### config.mk
export PLATFORM = sky130hd
export DESIGN_NAME = mwms_queue
export DESIGN_NICKNAME = d
export VERILOG_FILES = /design/src/mwms_pkg.sv /design/src/mwms_queue.sv
export SDC_FILE = /design/constraint.sdc
export NUM_CORES = 1
export LEC_CHECK = 0
export BUFFER_PORTS_ARGS = -buffer_cell sky130_fd_sc_hd__buf_4
export CORE_MARGIN = 5
export CORE_UTILIZATION = 52
export CTS_CLUSTER_DIAMETER = 200
export DETAILED_ROUTE_END_ITERATION = 8
export GPL_TIMING_DRIVEN = 0
export PLACE_DENSITY = 0.78
export RECOVER_POWER = 100
export SLEW_MARGIN = 20
export SYNTH_ARGS = -nofsm -noshare
export SYNTH_HDL_FRONTEND = slang
export SYNTH_SLANG_ARGS = --single-unit
### constraint.sdc
create_clock -name aclk -period 2.5 [get_ports aclk]
set_input_delay 0.25 -clock aclk [delete_from_list [all_inputs] [get_ports aclk]]
set_output_delay 0.25 -clock aclk [all_outputs]
set_load 0.05 [all_outputs]
### src/mwms_pkg.sv
package mwms_pkg;

    localparam int SAMPLE_W       = 16;
    localparam int TIME_W         = 64;
    localparam int CFG_W          = 9;
    localparam int MEAN_W         = 24;
    localparam int DEV_W          = 23;
    localparam int FRAC_BITS      = 8;
    localparam int DEF_MAX_WINDOW = 256;
    localparam int IN_DATA_W      = 80;
    localparam int OUT_DATA_W     = 112;

    localparam logic [DEV_W-1:0] DEV_MAX = {DEV_W{1'b1}};

    typedef enum logic [2:0] {
        F_IDLE = 3'b001,
        F_CALC = 3'b010,
        F_PUSH = 3'b100
    } front_state_t;

    typedef enum logic [5:0] {
        B_IDLE = 6'b000001,
        B_PROD = 6'b000010,
        B_VAR  = 6'b000100,
        B_RUN  = 6'b001000,
        B_DEV  = 6'b010000,
        B_OUT  = 6'b100000
    } back_state_t;

    typedef struct packed {
        logic done;
        logic rem_nz;
    } div_stat_t;

    typedef struct packed {
        logic full;
        logic empty;
    } queue_stat_t;

endpackage

### src/mwms_queue.sv
module mwms_queue #(
    parameter int W = 8
) (
    input  logic                  aclk,
    input  logic                  aresetn,
    input  logic                  push,
    input  logic [W-1:0]          push_data,
    input  logic                  pop,
    output logic [W-1:0]          pop_data,
    output mwms_pkg::queue_stat_t stat
);

    logic [W-1:0] mem [2];
    logic         wptr_reg, rptr_reg;
    logic [1:0]   count_reg;

    assign stat.full  = (count_reg == 2'd2);
    assign stat.empty = (count_reg == 2'd0);
    assign pop_data   = mem[rptr_reg];

    always_ff @(posedge aclk) begin
        if (!aresetn) begin
            wptr_reg  <= 1'b0;
            rptr_reg  <= 1'b0;
            count_reg <= 2'd0;
        end else begin
            if (push) begin
                wptr_reg <= ~wptr_reg;
            end
            if (pop) begin
                rptr_reg <= ~rptr_reg;
            end
            if (push && !pop) begin
                count_reg <= count_reg + 2'd1;
            end else if (pop && !push) begin
                count_reg <= count_reg - 2'd1;
            end
        end
    end

    always_ff @(posedge aclk) begin
        if (push) begin
            mem[wptr_reg] <= push_data;
        end
    end

endmodule

; After elaboration in Yosys (flattened, before gate mapping)
; Memories as Yosys holds them, arrays and structs flattened. A register that Yosys moved wholly into a read port is not among the register bits.
; Cells that the tools add are included.
[totals]
register_bits = 4
ramBits = 16
input_bits = 12
memories = 1
[mem_list]
columns = memory, depth, word_bits, read_ports, rd_clocked_by_memory_dff, wr, line
row1 = mem, 2, 8, 1, 1, 1, mwms_queue.sv:13  ; logic [W-1:0] mem [2];
[classes]
n_addsub = 2
eq_ne = 1
mux = 6
n_bitwise = 2
n_reduce_logical = 6
[ops]
columns = cell, n
row1 = 2-to-1 mux 1 bit, 4
row2 = 2-to-1 mux 2 bit, 2
row3 = adder 2 x 1 -> 2 bit (second input constant), 1
row4 = equality test 2 bit (second input constant), 1
row5 = logical AND 1 bit, 2
row6 = zero test 1 bit, 2
row7 = zero test 2 bit, 1
row8 = NOT 1 bit, 2
row9 = nonzero test 2 bit, 1
row10 = subtractor 2 x 1 -> 2 bit (second input constant), 1

; Logic depth before layout (Yosys ltp)
[depth]
ltp_word = 4
mapped_depth = 5
mapped_depth_nobuf = 5

; Least setup slack after synthesis
; Ideal clock, no wire load.
[synth_path]
path_kind = flip-flop to output port
startpoint = register count_reg[0]
endpoint = output port stat[0] (netlist bit)
arrival_ns = 0.991
path_slack_ns = 1.259
path_stages_with_launch = 2
path_cell_list = dfxtp_1 > nor2_1
[synth_rtl]
columns = item, line
row1 = from (decl), mwms_queue.sv:15  ; logic [1:0] count_reg;
row2 = from (signal assigned), mwms_queue.sv:34  ; count_reg <= count_reg + 2'd1;
row3 = from (signal assigned), mwms_queue.sv:36  ; count_reg <= count_reg - 2'd1;
row4 = to (decl), mwms_queue.sv:10  ; output mwms_pkg::queue_stat_t stat

==> impl_results.md <==
* Vias in the first global route at 482
* Sink Count at 21
* Reg-to-Reg End: mem[0][1]
* Hold path depth at 1
* Predominant post-synthesis flop cell: edfxtp_1
* Final min period at 1.914 ns
* Worst min path class: primary input to register
* Area Growth Syn to Fin at 20.79%
* CP dominant cell by count: clkbuf_1
* Unrepaired setup endpoints after global routing: false
* Final WL at 1233 um
* Io pins at 22
* First-pass GRT wire length at 2104 um
* Lkg Pwr at 0.3558 nW
* Crit path max-delay family: buffers and inverters
* Die width at 49.09 um
* Crit path largest cell delay at roughly 0.46 ns
* Wire per inst at 14.01 um
* Synthesized area at 794.5 um2
* Slew Viols, Final at 0
* Seq/Total Area, Yosys at 73.07%
* Antenna Nets Post-Route at 0
* PortBufs at 21
* Layout cell share with drive strength beyond 1 at roughly a third
* TritonCTS Buffers at 3
* Clock skew at 0.007187 ns
* DRC errors left at 0
* Setup crit end kind: output port
* Crit path launch type: register
* Status: completed
* Slew HR at 46.54%
* Pwr dens at 745.7 nW/um2
* Global-route usage over all layers at 11.08%
* R2R cell count at 1
* Gr ovfl total at 0
* Syn Area/Cell at 16.90 um2
* Ant diodes at 0
* Final cell count without fillers at 88
* Post-cts gate resize count at 0
* WP buf/inv at 2
* Area leader, netlist: edfxtp_1
* Clock root buffer: clkbuf_4
* Depth of the CTS H-tree at 1
* Ordered cell list for the critical path: clkbuf_1, mux2_2, clkbuf_1
* Full die area at 2410 um2
* Register bit total from synthesis at 21
* Final Cycle Share at 76.57%
* Unique cell type count in the Yosys netlist at 16
* TritonCTS clock tree: built
* Worst endpoint required time at 2.25 ns
* Synth Warn # at 0
* Maximum clock path buffer count at 2
* Endpoints failing setup at 0
* Vias/cell at 5.136
* Pin count of the biggest net entering global routing at 12
* Initial antenna violation count at 0
* Count leader, synth: edfxtp_1
* Hold Fails Final Rpt at 0
* Nets@finish at 86
* DRT Pass-1 Iters at 3
* R2r setup slk at 1.18 ns
* Syn_nets at 60
* Max reg flops at 16
* Synth Instances at 47
* F_max at about 520 MHz
* Vias post-DR at between 400 and 500
* DP Cell Count at 84
* Slowest cell on the critical path: clkbuf_1
* Clk_lat worst skew at approximately 0.29 ns
* Core footprint at 1471 um2
* Setup TNS at 0 ns
* Die height at around 50 um
* Std-Cell Rows at 14
* WHS Endpoint: mem[0][4]
* Setup Crit Path Kind: register to output port
* Fraction of registers with async set/reset at 0%
* Measured slew at the worst slew-check pin at 0.8002 ns
* CP Max Fanout at 8
* RD Place Congestion at 0.6954
* First DRT Iteration DRCs at 1
* Commonest cells in the netlist: edfxtp_1, mux2_2, dfxtp_1
* Peak supply drop at 0.4394 mV
* Min-Delay Startpoint: push_data[4]
* Starting Density at 54.00%
* Worst-path clk slew at 0.11 ns
* Max_cap viols at 0
* Hold_buf cts at 0
* RR Startpoint: wptr_reg
* Synth top area share at 60.47%
* Post-synth EDFFs at 16
* Synth area leaders: edfxtp_1, dfxtp_1, mux2_2, and2_1, xor2_1
* Post-CTS setup buffers at 0
* Arrival time at the worst endpoint at 1.66 ns
==> through the flow <==
stage / worst slack, ns / cell area [um2] / hold WS, ns / util (%) / power [mW]
detailed placement: 1.105 / 972.2 / 0.4376 / 66.07 / 0.5895
global placement: 1.136 / 972.2 / 0.4349 / 66.07 / 0.5844
global route: 0.4162 / 959.7 / 0.1303 / 65.22 / 0.7534
floorplan: 1.259 / 794.5 / 0.3489 / - / 0.5337
CTS: 0.8578 / 998.5 / 0.1375 / 67.86 / 0.7386
finish: 0.5858 / 959.7 / 0.1626 / 65.22 / 0.7156
==> how the worst max path moves through the flow <==
stage / start / to / cells after the start
2_1_floorplan: count_reg[0] / stat[0] / 1
3_3_place_gp: push / mem[0][5] / 2
3_5_place_dp: push / mem[0][5] / 2
6_report: register / pop_data[1] / 3
5_1_grt: register / pop_data[0] / 3
4_1_cts: register / pop_data[1] / 3
==> cell type report <==
type,instances,area (um2)
multi-input combinational,24,205.2
fill,124,511.7
sequential,21,580.6
clock buffer,4,26.28
buffer,1,3.754
inverter,1,3.754
timing repair buffer,21,120.1
tap,16,20.02
==> cells by family (layout without fill, tap and decap cells) <==
family                   Yosys count  in the layout  synth area share (%)
AO/OA/AOI/OAI                      3              3                 2.520
AND/OR/NAND/NOR                    9              9                 7.086
flip-flops                        21             21                 73.07
adder cells (fa/ha/maj)            1              1                 1.575
buffers and inverters              2             27                 1.101
multiplexers                       8              8                 11.34
XOR/XNOR                           3              3                 3.308
==> layout by cell type (no fill, tap or decap), types with 2 or more instances in the layout <==
| cell | synthesis | final |
|---|---|---|
| edfxtp_1 | 16 | 16 |
| buf_4 | 0 | 3 |
| and2_0 | 0 | 2 |
| dfxtp_1 | 5 | 5 |
| xor2_1 | 2 | 2 |
| clkbuf_4 | 0 | 11 |
| clkbuf_1 | 0 | 12 |
| and2_1 | 4 | 2 |
| mux2_2 | 8 | 8 |
| nor2b_1 | 2 | 2 |
==> power breakdown <==
part           total (mW)  leakage [nW]  internal, mW  switching (mW)
registers           0.409         0.192         0.399         0.00947
logic               0.152         0.149        0.0477           0.105
clock network       0.154        0.0150        0.0619          0.0925
==> layer usage <==
metal	track usage (%)	vias up	wire [um]
li1	-	222	-
met1	12.52	218	498
met2	19.96	10	658
met3	3.364	2	67
met4	2.691	0	9
met5	0	-	0
(Power assumes the default switching activity.)
