<file path="src/mwms_pkg.sv">
package mwms_pkg;

    localparam int SAMPLE_W       = 16;
    localparam int TIME_W         = 64;
    localparam int CFG_W          = 9;
    localparam int MEAN_W         = 24;
    localparam int DEV_W          = 23;
    localparam int FRAC_BITS      = 8;
    localparam int DEF_MAX_WINDOW = 256;
    localparam int IN_DATA_W      = 80;
    localparam int OUT_DATA_W     = 112;

    localparam logic [DEV_W-1:0] DEV_MAX = {DEV_W{1'b1}};

    typedef enum logic [2:0] {
        F_IDLE = 3'b001,
        F_CALC = 3'b010,
        F_PUSH = 3'b100
    } front_state_t;

    typedef enum logic [5:0] {
        B_IDLE = 6'b000001,
        B_PROD = 6'b000010,
        B_VAR  = 6'b000100,
        B_RUN  = 6'b001000,
        B_DEV  = 6'b010000,
        B_OUT  = 6'b100000
    } back_state_t;

    typedef struct packed {
        logic done;
        logic rem_nz;
    } div_stat_t;

    typedef struct packed {
        logic full;
        logic empty;
    } queue_stat_t;

endpackage

</file>
<file path="src/mwms_div.sv">
module mwms_div #(
    parameter int DVW = 32,
    parameter int NW  = 9
) (
    input  logic                 aclk,
    input  logic                 aresetn,
    input  logic                 start,
    input  logic [DVW-1:0]       dividend,
    input  logic [NW-1:0]        divisor,
    output logic [DVW-1:0]       quotient,
    output mwms_pkg::div_stat_t  stat
);

    localparam int CW = $clog2(DVW + 1);

    logic [DVW-1:0] dvd_reg;
    logic [NW-1:0]  dsr_reg;
    logic [NW-1:0]  rem_reg;
    logic [CW-1:0]  cnt_reg;
    logic           busy_reg;
    logic           done_reg;
    logic [NW:0]    rem_sh;
    logic           bit_ok;

    assign rem_sh      = {rem_reg, dvd_reg[DVW-1]};
    assign bit_ok      = (rem_sh >= {1'b0, dsr_reg});
    assign quotient    = dvd_reg;
    assign stat.done   = done_reg;
    assign stat.rem_nz = (rem_reg != '0);

    always_ff @(posedge aclk) begin
        if (!aresetn) begin
            busy_reg <= 1'b0;
            done_reg <= 1'b0;
            cnt_reg  <= '0;
        end else begin
            done_reg <= 1'b0;
            if (start) begin
                busy_reg <= 1'b1;
                cnt_reg  <= '0;
            end else if (busy_reg) begin
                cnt_reg <= cnt_reg + CW'(1);
                if (cnt_reg == CW'(DVW - 1)) begin
                    busy_reg <= 1'b0;
                    done_reg <= 1'b1;
                end
            end
        end
    end

    always_ff @(posedge aclk) begin
        if (start) begin
            dvd_reg <= dividend;
            dsr_reg <= divisor;
            rem_reg <= '0;
        end else if (busy_reg) begin
            dvd_reg <= {dvd_reg[DVW-2:0], bit_ok};
            rem_reg <= bit_ok ? NW'(rem_sh - {1'b0, dsr_reg}) : rem_sh[NW-1:0];
        end
    end

endmodule

</file>
<file path="src/mwms_back.sv">
module mwms_back #(
    parameter int MAX_WINDOW = mwms_pkg::DEF_MAX_WINDOW,
    parameter int NW         = $clog2(MAX_WINDOW + 1),
    parameter int SUM_W      = mwms_pkg::SAMPLE_W + $clog2(MAX_WINDOW) + 1,
    parameter int SQ_W       = 2 * mwms_pkg::SAMPLE_W + $clog2(MAX_WINDOW),
    parameter int ENT_W      = SUM_W + SQ_W + NW + mwms_pkg::TIME_W
) (
    input  logic                            aclk,
    input  logic                            aresetn,
    output logic                            q_pop,
    input  logic [ENT_W-1:0]                q_data,
    input  mwms_pkg::queue_stat_t           q_stat,
    output logic                            m_tvalid,
    input  logic                            m_tready,
    output logic [mwms_pkg::OUT_DATA_W-1:0] m_tdata
);

    localparam int VW  = NW + SQ_W;
    localparam int CMW = (VW > 2 * SUM_W) ? VW : 2 * SUM_W;
    localparam int RW  = (VW + 16 + 1) / 2;
    localparam int SCW = $clog2(RW + 1);
    localparam int MDW = SUM_W + mwms_pkg::FRAC_BITS;
    localparam int DVW = (MDW > RW) ? MDW : RW;
    localparam int MW  = mwms_pkg::MEAN_W;
    localparam int DW  = mwms_pkg::DEV_W;
    localparam int TW  = mwms_pkg::TIME_W;

    mwms_pkg::back_state_t state_reg, state_next;

    logic signed [SUM_W-1:0] sum_reg;
    logic [SQ_W-1:0]         sq_reg;
    logic [NW-1:0]           n_reg;
    logic [TW-1:0]           time_reg;
    logic [SUM_W-1:0]        abs_reg;
    logic                    neg_reg;
    logic [VW-1:0]           a_reg;
    logic [2*SUM_W-1:0]      b_reg;
    logic [2*RW-1:0]         rad_reg;
    logic [RW+1:0]           srem_reg;
    logic [RW-1:0]           root_reg;
    logic [SCW-1:0]          scnt_reg;
    logic                    sbusy_reg;
    logic                    mean_ok_reg;
    logic [MW-1:0]           mean_reg;
    logic [DW-1:0]           dev_reg;
    logic                    m_valid_reg;
    logic [mwms_pkg::OUT_DATA_W-1:0] m_data_reg;

    logic [SUM_W-1:0]    abs_c;
    logic [CMW-1:0]      a_ext, b_ext;
    logic [VW-1:0]       v_c;
    logic [RW+1:0]       srem_sh, trial;
    logic                sbit;
    logic                div_start;
    logic [DVW-1:0]      div_dvd;
    logic [DVW-1:0]      div_q;
    mwms_pkg::div_stat_t div_stat;
    logic [DVW-1:0]      mean_mag;
    logic [DVW-1:0]      mean_c;
    logic [DW-1:0]       dev_c;
    logic                out_free;

    assign q_pop    = (state_reg == mwms_pkg::B_IDLE) && !q_stat.empty;
    assign m_tvalid = m_valid_reg;
    assign m_tdata  = m_data_reg;
    assign out_free = !m_valid_reg || m_tready;

    assign abs_c = sum_reg[SUM_W-1] ? SUM_W'(-sum_reg) : SUM_W'(sum_reg);
    assign a_ext = CMW'(a_reg);
    assign b_ext = CMW'(b_reg);
    assign v_c   = (a_ext > b_ext) ? VW'(a_ext - b_ext) : '0;

    assign srem_sh = {srem_reg[RW-1:0], rad_reg[2*RW-1 -: 2]};
    assign trial   = {root_reg, 2'b01};
    assign sbit    = (srem_sh >= trial);

    assign div_start = (state_reg == mwms_pkg::B_VAR) ||
                       ((state_reg == mwms_pkg::B_RUN) && !sbusy_reg && mean_ok_reg);
    assign div_dvd   = (state_reg == mwms_pkg::B_VAR) ?
                       DVW'({abs_reg, {mwms_pkg::FRAC_BITS{1'b0}}}) : DVW'(root_reg);

    assign mean_mag = div_q + DVW'(neg_reg && div_stat.rem_nz);
    assign mean_c   = neg_reg ? DVW'(-mean_mag) : mean_mag;
    assign dev_c    = (div_q > DVW'(mwms_pkg::DEV_MAX)) ? mwms_pkg::DEV_MAX : DW'(div_q);

    mwms_div #(
        .DVW(DVW),
        .NW (NW)
    ) u_div (
        .aclk    (aclk),
        .aresetn (aresetn),
        .start   (div_start),
        .dividend(div_dvd),
        .divisor (n_reg),
        .quotient(div_q),
        .stat    (div_stat)
    );

    always_comb begin
        state_next = state_reg;
        case (state_reg)
            mwms_pkg::B_IDLE: begin
                if (!q_stat.empty) begin
                    state_next = mwms_pkg::B_PROD;
                end
            end
            mwms_pkg::B_PROD: begin
                state_next = mwms_pkg::B_VAR;
            end
            mwms_pkg::B_VAR: begin
                state_next = mwms_pkg::B_RUN;
            end
            mwms_pkg::B_RUN: begin
                if (!sbusy_reg && mean_ok_reg) begin
                    state_next = mwms_pkg::B_DEV;
                end
            end
            mwms_pkg::B_DEV: begin
                if (div_stat.done) begin
                    state_next = mwms_pkg::B_OUT;
                end
            end
            mwms_pkg::B_OUT: begin
                if (out_free) begin
                    state_next = mwms_pkg::B_IDLE;
                end
            end
            default: begin
                state_next = mwms_pkg::B_IDLE;
            end
        endcase
    end

    always_ff @(posedge aclk) begin
        if (!aresetn) begin
            state_reg   <= mwms_pkg::B_IDLE;
            sbusy_reg   <= 1'b0;
            mean_ok_reg <= 1'b0;
            scnt_reg    <= '0;
            m_valid_reg <= 1'b0;
        end else begin
            state_reg <= state_next;
            if (state_reg == mwms_pkg::B_VAR) begin
                sbusy_reg   <= 1'b1;
                mean_ok_reg <= 1'b0;
                scnt_reg    <= '0;
            end else if (sbusy_reg) begin
                scnt_reg <= scnt_reg + SCW'(1);
                if (scnt_reg == SCW'(RW - 1)) begin
                    sbusy_reg <= 1'b0;
                end
            end
            if ((state_reg == mwms_pkg::B_RUN) && div_stat.done) begin
                mean_ok_reg <= 1'b1;
            end
            if ((state_reg == mwms_pkg::B_OUT) && out_free) begin
                m_valid_reg <= 1'b1;
            end else if (m_tready) begin
                m_valid_reg <= 1'b0;
            end
        end
    end

    always_ff @(posedge aclk) begin
        if (q_pop) begin
            sum_reg  <= q_data[SUM_W-1:0];
            sq_reg   <= q_data[SUM_W +: SQ_W];
            n_reg    <= q_data[SUM_W + SQ_W +: NW];
            time_reg <= q_data[SUM_W + SQ_W + NW +: TW];
        end
        if (state_reg == mwms_pkg::B_PROD) begin
            a_reg   <= n_reg * sq_reg;
            b_reg   <= abs_c * abs_c;
            abs_reg <= abs_c;
            neg_reg <= sum_reg[SUM_W-1];
        end
        if (state_reg == mwms_pkg::B_VAR) begin
            rad_reg  <= (2 * RW)'({v_c, 16'h0000});
            srem_reg <= '0;
            root_reg <= '0;
        end else if (sbusy_reg) begin
            rad_reg  <= {rad_reg[2*RW-3:0], 2'b00};
            srem_reg <= sbit ? (srem_sh - trial) : srem_sh;
            root_reg <= {root_reg[RW-2:0], sbit};
        end
        if ((state_reg == mwms_pkg::B_RUN) && div_stat.done) begin
            mean_reg <= mean_c[MW-1:0];
        end
        if ((state_reg == mwms_pkg::B_DEV) && div_stat.done) begin
            dev_reg <= dev_c;
        end
        if ((state_reg == mwms_pkg::B_OUT) && out_free) begin
            m_data_reg <= {1'b0, time_reg, dev_reg, mean_reg};
        end
    end

endmodule

</file>
<file path="config.mk">
export PLATFORM = sky130hd
export DESIGN_NAME = mwms_back
export DESIGN_NICKNAME = d
export VERILOG_FILES = /design/src/mwms_pkg.sv /design/src/mwms_div.sv /design/src/mwms_back.sv
export SDC_FILE = /design/constraint.sdc
export NUM_CORES = 2
export LEC_CHECK = 0
export ABC_CLOCK_PERIOD_IN_PS = 24000
export BUFFER_PORTS_ARGS = -buffer_cell sky130_fd_sc_hd__buf_2
export CORE_MARGIN = 2
export CORE_UTILIZATION = 55
export DETAILED_ROUTE_END_ITERATION = 12
export PLACE_DENSITY = 0.72
export SETUP_SLACK_MARGIN = 0.15
export SLEW_MARGIN = 20
export SYNTH_ARGS = -nofsm -noshare
export SYNTH_HDL_FRONTEND = slang
export SYNTH_SLANG_ARGS = --single-unit
export TNS_END_PERCENT = 10
</file>
<file path="constraint.sdc">
create_clock -name aclk -period 24 [get_ports aclk]
set_clock_uncertainty 0.05 [all_clocks]
set_input_delay 2.4 -clock aclk [delete_from_list [all_inputs] [get_ports aclk]]
set_output_delay 2.4 -clock aclk [all_outputs]
set_load 0.005 [all_outputs]
</file>
== Word-level counts from Yosys, hierarchy flattened ==
Index checks and enable logic that the tools add are counted.

* Multiply operators: 2
* $lt $le $gt $ge: 4
* Equality and inequality tests: 12
* Bitwise operators: 2
* Multiplexer cells: 26
* $add $sub $neg: 8
* Reductions and logical operators: 22

{| class="wikitable"
|+ Operators with widths
! cell !! count
|-
| 33-bit two-way mux || 4
|-
| 65-bit two-way mux || 2
|-
| 49-bit by 50-bit greater-than comparator with 1-bit output || 1
|-
| 25-bit by 25-bit multiplier with 50-bit output || 1
|-
| 9-bit by 40-bit multiplier with 49-bit output || 1
|-
| 49-bit two-way mux || 1
|-
| 49-bit subtractor || 1
|-
| 6-bit case mux with 6 select lines || 1
|-
| 35-bit greater-or-equal comparator || 1
|-
| 33-bit by 23-bit greater-than comparator with 1-bit output, second input constant || 1
|-
| 33-bit subtractor || 1
|-
| 25-bit two-way mux || 1
|-
| 25-bit negator || 1
|-
| 24-bit by 1-bit adder with 24-bit output || 1
|-
| 24-bit two-way mux || 1
|-
| 6-bit two-way mux || 4
|-
| 24-bit negator || 1
|-
| 6-bit equality test, second input constant || 3
|-
| 6-bit by 1-bit adder with 6-bit output, second input constant || 2
|-
| 1-bit two-way mux || 11
|-
| 10-bit by 9-bit greater-or-equal comparator with 1-bit output || 1
|-
| 9-bit two-way mux || 1
|-
| 9-bit nonzero test || 1
|-
| 9-bit subtractor || 1
|-
| 15 further kinds || 32
|}

* Register bits after elaboration: 611
* Logic and storage cells: 102
* Bits of input ports: 143
* Output and inout bits: 114

== Longest topological paths before layout ==
* Depth after elaboration: 5
* Mapped depth: 38
* Mapped depth without buffers: 35

== Modules after synthesis ==
From an unflattened synthesis, not the netlist that was laid out.

* Cell total of the unflattened synthesis: 5492
* Area total of the unflattened synthesis: 56033.7 sq um

{| class="wikitable"
|+ By module, submodules not included
! module !! area each (sq um) !! times used !! cells each !! sequential area each (sq um)
|-
| mwms_back || 53184.8 || 1 || 5269 || 15695.1
|-
| mwms_div || 2849.0 || 1 || 223 || 1601.5
|}

== Worst setup path after synthesis ==
No wires, ideal clock.

* Kind: input to output
* From: in q_stat[0] (netlist name)
* To: out q_pop
* Required time: 21.550 ns
* Arrival time: 8.153 ns
* Cell stages on the path: 1
* Buffers on the path: 0
* Slack: 13.397 ns
* Path through: nor2_1

* Cells in the longest elaborated chain, start to end: 2

{| class="wikitable"
|+ Ends and longest elaborated chain
! element !! RTL line !! RTL
|-
| start, declared || mwms_back.sv:12 || <nowiki>input mwms_pkg::queue_stat_t q_stat,</nowiki>
|-
| 1-bit zero test || -- ||
|-
| 1-bit logical AND || mwms_back.sv:63 || <nowiki>assign q_pop = (state_reg == mwms_pkg::B_IDLE) && !q_stat.empty;</nowiki>
|-
| end, declared || mwms_back.sv:10 || <nowiki>output logic q_pop,</nowiki>
|}

Every way passes these cells.

== Worst setup path in the final report ==
* From: reg sum_reg[0]
* To: reg b_reg[46], in the netlist b_ext[46] (data pin)

* Cells in the longest elaborated chain, start to end: 3

{| class="wikitable"
|+ Ends and longest elaborated chain
! element !! RTL line !! RTL
|-
| start, declared || mwms_back.sv:30 || <nowiki>logic signed [SUM_W-1:0] sum_reg;</nowiki>
|-
| start signal, assigned || mwms_back.sv:166 || <nowiki>sum_reg <= q_data[SUM_W-1:0];</nowiki>
|-
| 25-bit negator || mwms_back.sv:68 || <nowiki>assign abs_c = sum_reg[SUM_W-1] ? SUM_W'(-sum_reg) : SUM_W'(sum_reg);</nowiki>
|-
| 25-bit two-way mux || mwms_back.sv:68 ||
|-
| named net abs_c[18] || mwms_back.sv:49 || <nowiki>logic [SUM_W-1:0] abs_c;</nowiki>
|-
| 25-bit by 25-bit multiplier with 50-bit output || mwms_back.sv:173 || <nowiki>b_reg <= abs_c * abs_c;</nowiki>
|-
| end signal, assigned || mwms_back.sv:173 ||
|-
| end, declared || mwms_back.sv:37 || <nowiki>logic [2*SUM_W-1:0] b_reg;</nowiki>
|}

The timed path passes the listed nets, and every way through them passes these cells.
A chain may end at the register's enable or synchronous reset.

==> out/qor.txt <==
Crit path to: b_ext[46]
EDFF count, synth: 510
Worst-Skew Late Latency: 640 ps
Critical path depth: 32
Die X: 322 um
Worst Setup End Kind: flip-flop
Num rows: 116
Setup_tns: 0 ps
Max Cap Viol: 0
Setup CP Type: flip-flop to flip-flop
DRC: 0
Num CTS Buffers: 70
Hold path start: time_reg[58]
Setup Fix Bufs, Post-CTS: 0
Drt total wl: 124 mm
Layout Nets: 6798
Drt wl/cell: 17.9 um
Number of global-route vias before repair: 39400
Synthesis warning total: 0
Remaining Overflow, GRT: 0
Cell Area, Synth: 55600 um^2
CP max FO: 23
Most frequent cell after synthesis: inv_1
Hold Buf Count CTS: 0
Htree depth: 3
Path depth of the worst reg2reg path: 32
CTS tree: built
Post-Syn Instances: 5376
Yosys top cell by area: edfxtp_1
CP startpoint: sum_reg[0]
Reg clk slew, reported paths: 60 ps
Highest metal used: met4
DRT iter0 DRCs: 2325
Worst slew margin: 25.4%
Post-synth top flop: edfxtp_1
Worst hold path class: flip-flop to flip-flop
Slowest library cell on the worst path: clkinv_1
Antenna violations before repair: 5
Iteration count of the initial detailed-routing pass: 6
I/O Buffers: 254
Met2 wire length: 62.0 mm
Max FFs per register: 111
Fmax: 0.0871 GHz
Startpoint Class: flip-flop
Sequential fraction of the synthesis area: 31.1%
Syn Area/Cell: 10.3 um^2
Commonest cells in the netlist: inv_1 (1006), fa_1 (744), nand2_1 (541)
Async SR Flop Fraction: 0%
Fin crit period: 11480 ps
Post-cts resize count: 0
RD Place Congestion: 0.930
Worst path top cell family by delay: adder cells
Root buffer cell: clkbuf_16
Worst path buffer plus inverter count: 6
Critical R2R Capture: b_ext[46]
Tcrit/Tclk final: 47.8%
Fin. max-slew vios: 0
First-pass GRT wire length: 203 mm
Largest net degree at the start of global routing: 99
FF-to-FF setup slack: 12520 ps
Yosys reg bits: 609
Die height: 322 um
Boundary Pins: 257
Vias after detailed routing: 38100
Status: complete, no violations
Crit path DAT: 11800 ps
Final Hold Vio Count: 0
Area grow syn2layout: 8.94%
Dpl hpwl: 94.6 mm
CP most frequent cell: fa_1
Post-synth top area share: 27.5%
Met3 wire length: 7.33 mm
Met1 Wirelength: 49.2 mm
Worst slew pin tran: 1110 ps
Setup violators final: 0
Initial core utilization: 55.5%
Share of layout cells above drive strength 1: 8.76%
RR Startpoint: sum_reg[0]
RSZ-0062 raised after global routing: false
Clock buffer depth: 3
Vias per cell: 5.50
Post-synthesis cell type count: 89
Detail Route Antenna Nets: 0
Sink Count: 609
Req. time, crit path: 24330 ps
Area contributors post-synth: edfxtp_1 (28%), fa_1 (27%), ha_1 (7.9%)
Max incr delay on CP: 690 ps
Total GRT Usage: 24.7%
Die area: 104000 um^2
Core area: 100000 um^2
stage by stage:
step                setup WS, ps  util (%)  area (um^2)  hold slack (ps)  cells
floorplan                  13400         -        55700              350   5394
global placement           12940      58.2        58200              350   6786
detailed placement         12840      58.2        58200              355   6786
CTS                        12760      60.5        60600              362   6914
global route               12150      60.5        60600              366   6919
finish                     12520      60.5        60600              360   6919
cell type report:
class	count	area, um^2
Clock buffer	89	1860
Inverter	1017	3820
Multi-Input combinational cell	3556	33800
Fill cell	8262	39500
Sequential cell	609	17300
Timing Repair Buffer	306	1660
Tap cell	1298	1620
Clock inverter	39	493
Antenna cell	5	12.5
worst min-delay path by stage:
stage                        end  slack, ps  cells past startpoint
finish              m_tdata[105]        360                      0
global route         m_tdata[81]        370                      0
CTS                 m_tdata[105]        360                      0
detailed placement  m_tdata[100]        350                      0
global placement     m_tdata[76]        350                      0
floorplan             m_tdata[0]        350                      0
kinds of logic (layout without fill, tap and decap cells):
logic type / count (synthesis) / in the layout / share of synthesized area (%)
AND/OR/NAND/NOR: 1346 / 1346 / 11.3
buffers and inverters: 1229 / 1451 / 8.36
adder cells (fa/ha/maj): 1095 / 1095 / 34.7
AO/OA/AOI/OAI: 760 / 760 / 9.01
flip-flops: 609 / 609 / 31.1
XOR/XNOR: 236 / 236 / 3.74
multiplexers: 99 / 99 / 1.79
other: 2 / 25 / 0.0135
layer usage:
| metal | vias to the layer above | global-route usage (%) |
|---|---|---|
| met5 | - | 0 |
| met4 | 0 | 10.2 |
| met3 | 305 | 3.79 |
| met2 | 1162 | 43.0 |
| met1 | 18800 | 30.7 |
| li1 | 17800 | - |
cell usage in the layout, fill, tap and decap left out, drive strengths merged, types with 26 or more instances in the layout:
master / instances
and2: 138
o21ai: 174
mux2i: 97
nand2: 541
dfxtp: 99
inv: 1021
nand4: 41
a21o: 128
nor3: 47
nand2b: 42
buf: 306
edfxtp: 510
xor2: 80
xnor2: 156
clkbuf: 89
fa: 744
o21bai: 28
nand3: 48
o21a: 26
ha: 351
nor2: 314
a21oi: 178
nor2b: 29
and3: 29
or2: 36
a22o: 39
Power is not shown: default switching activity piles up to over one toggle a cycle in this logic, so the estimate is an artifact.
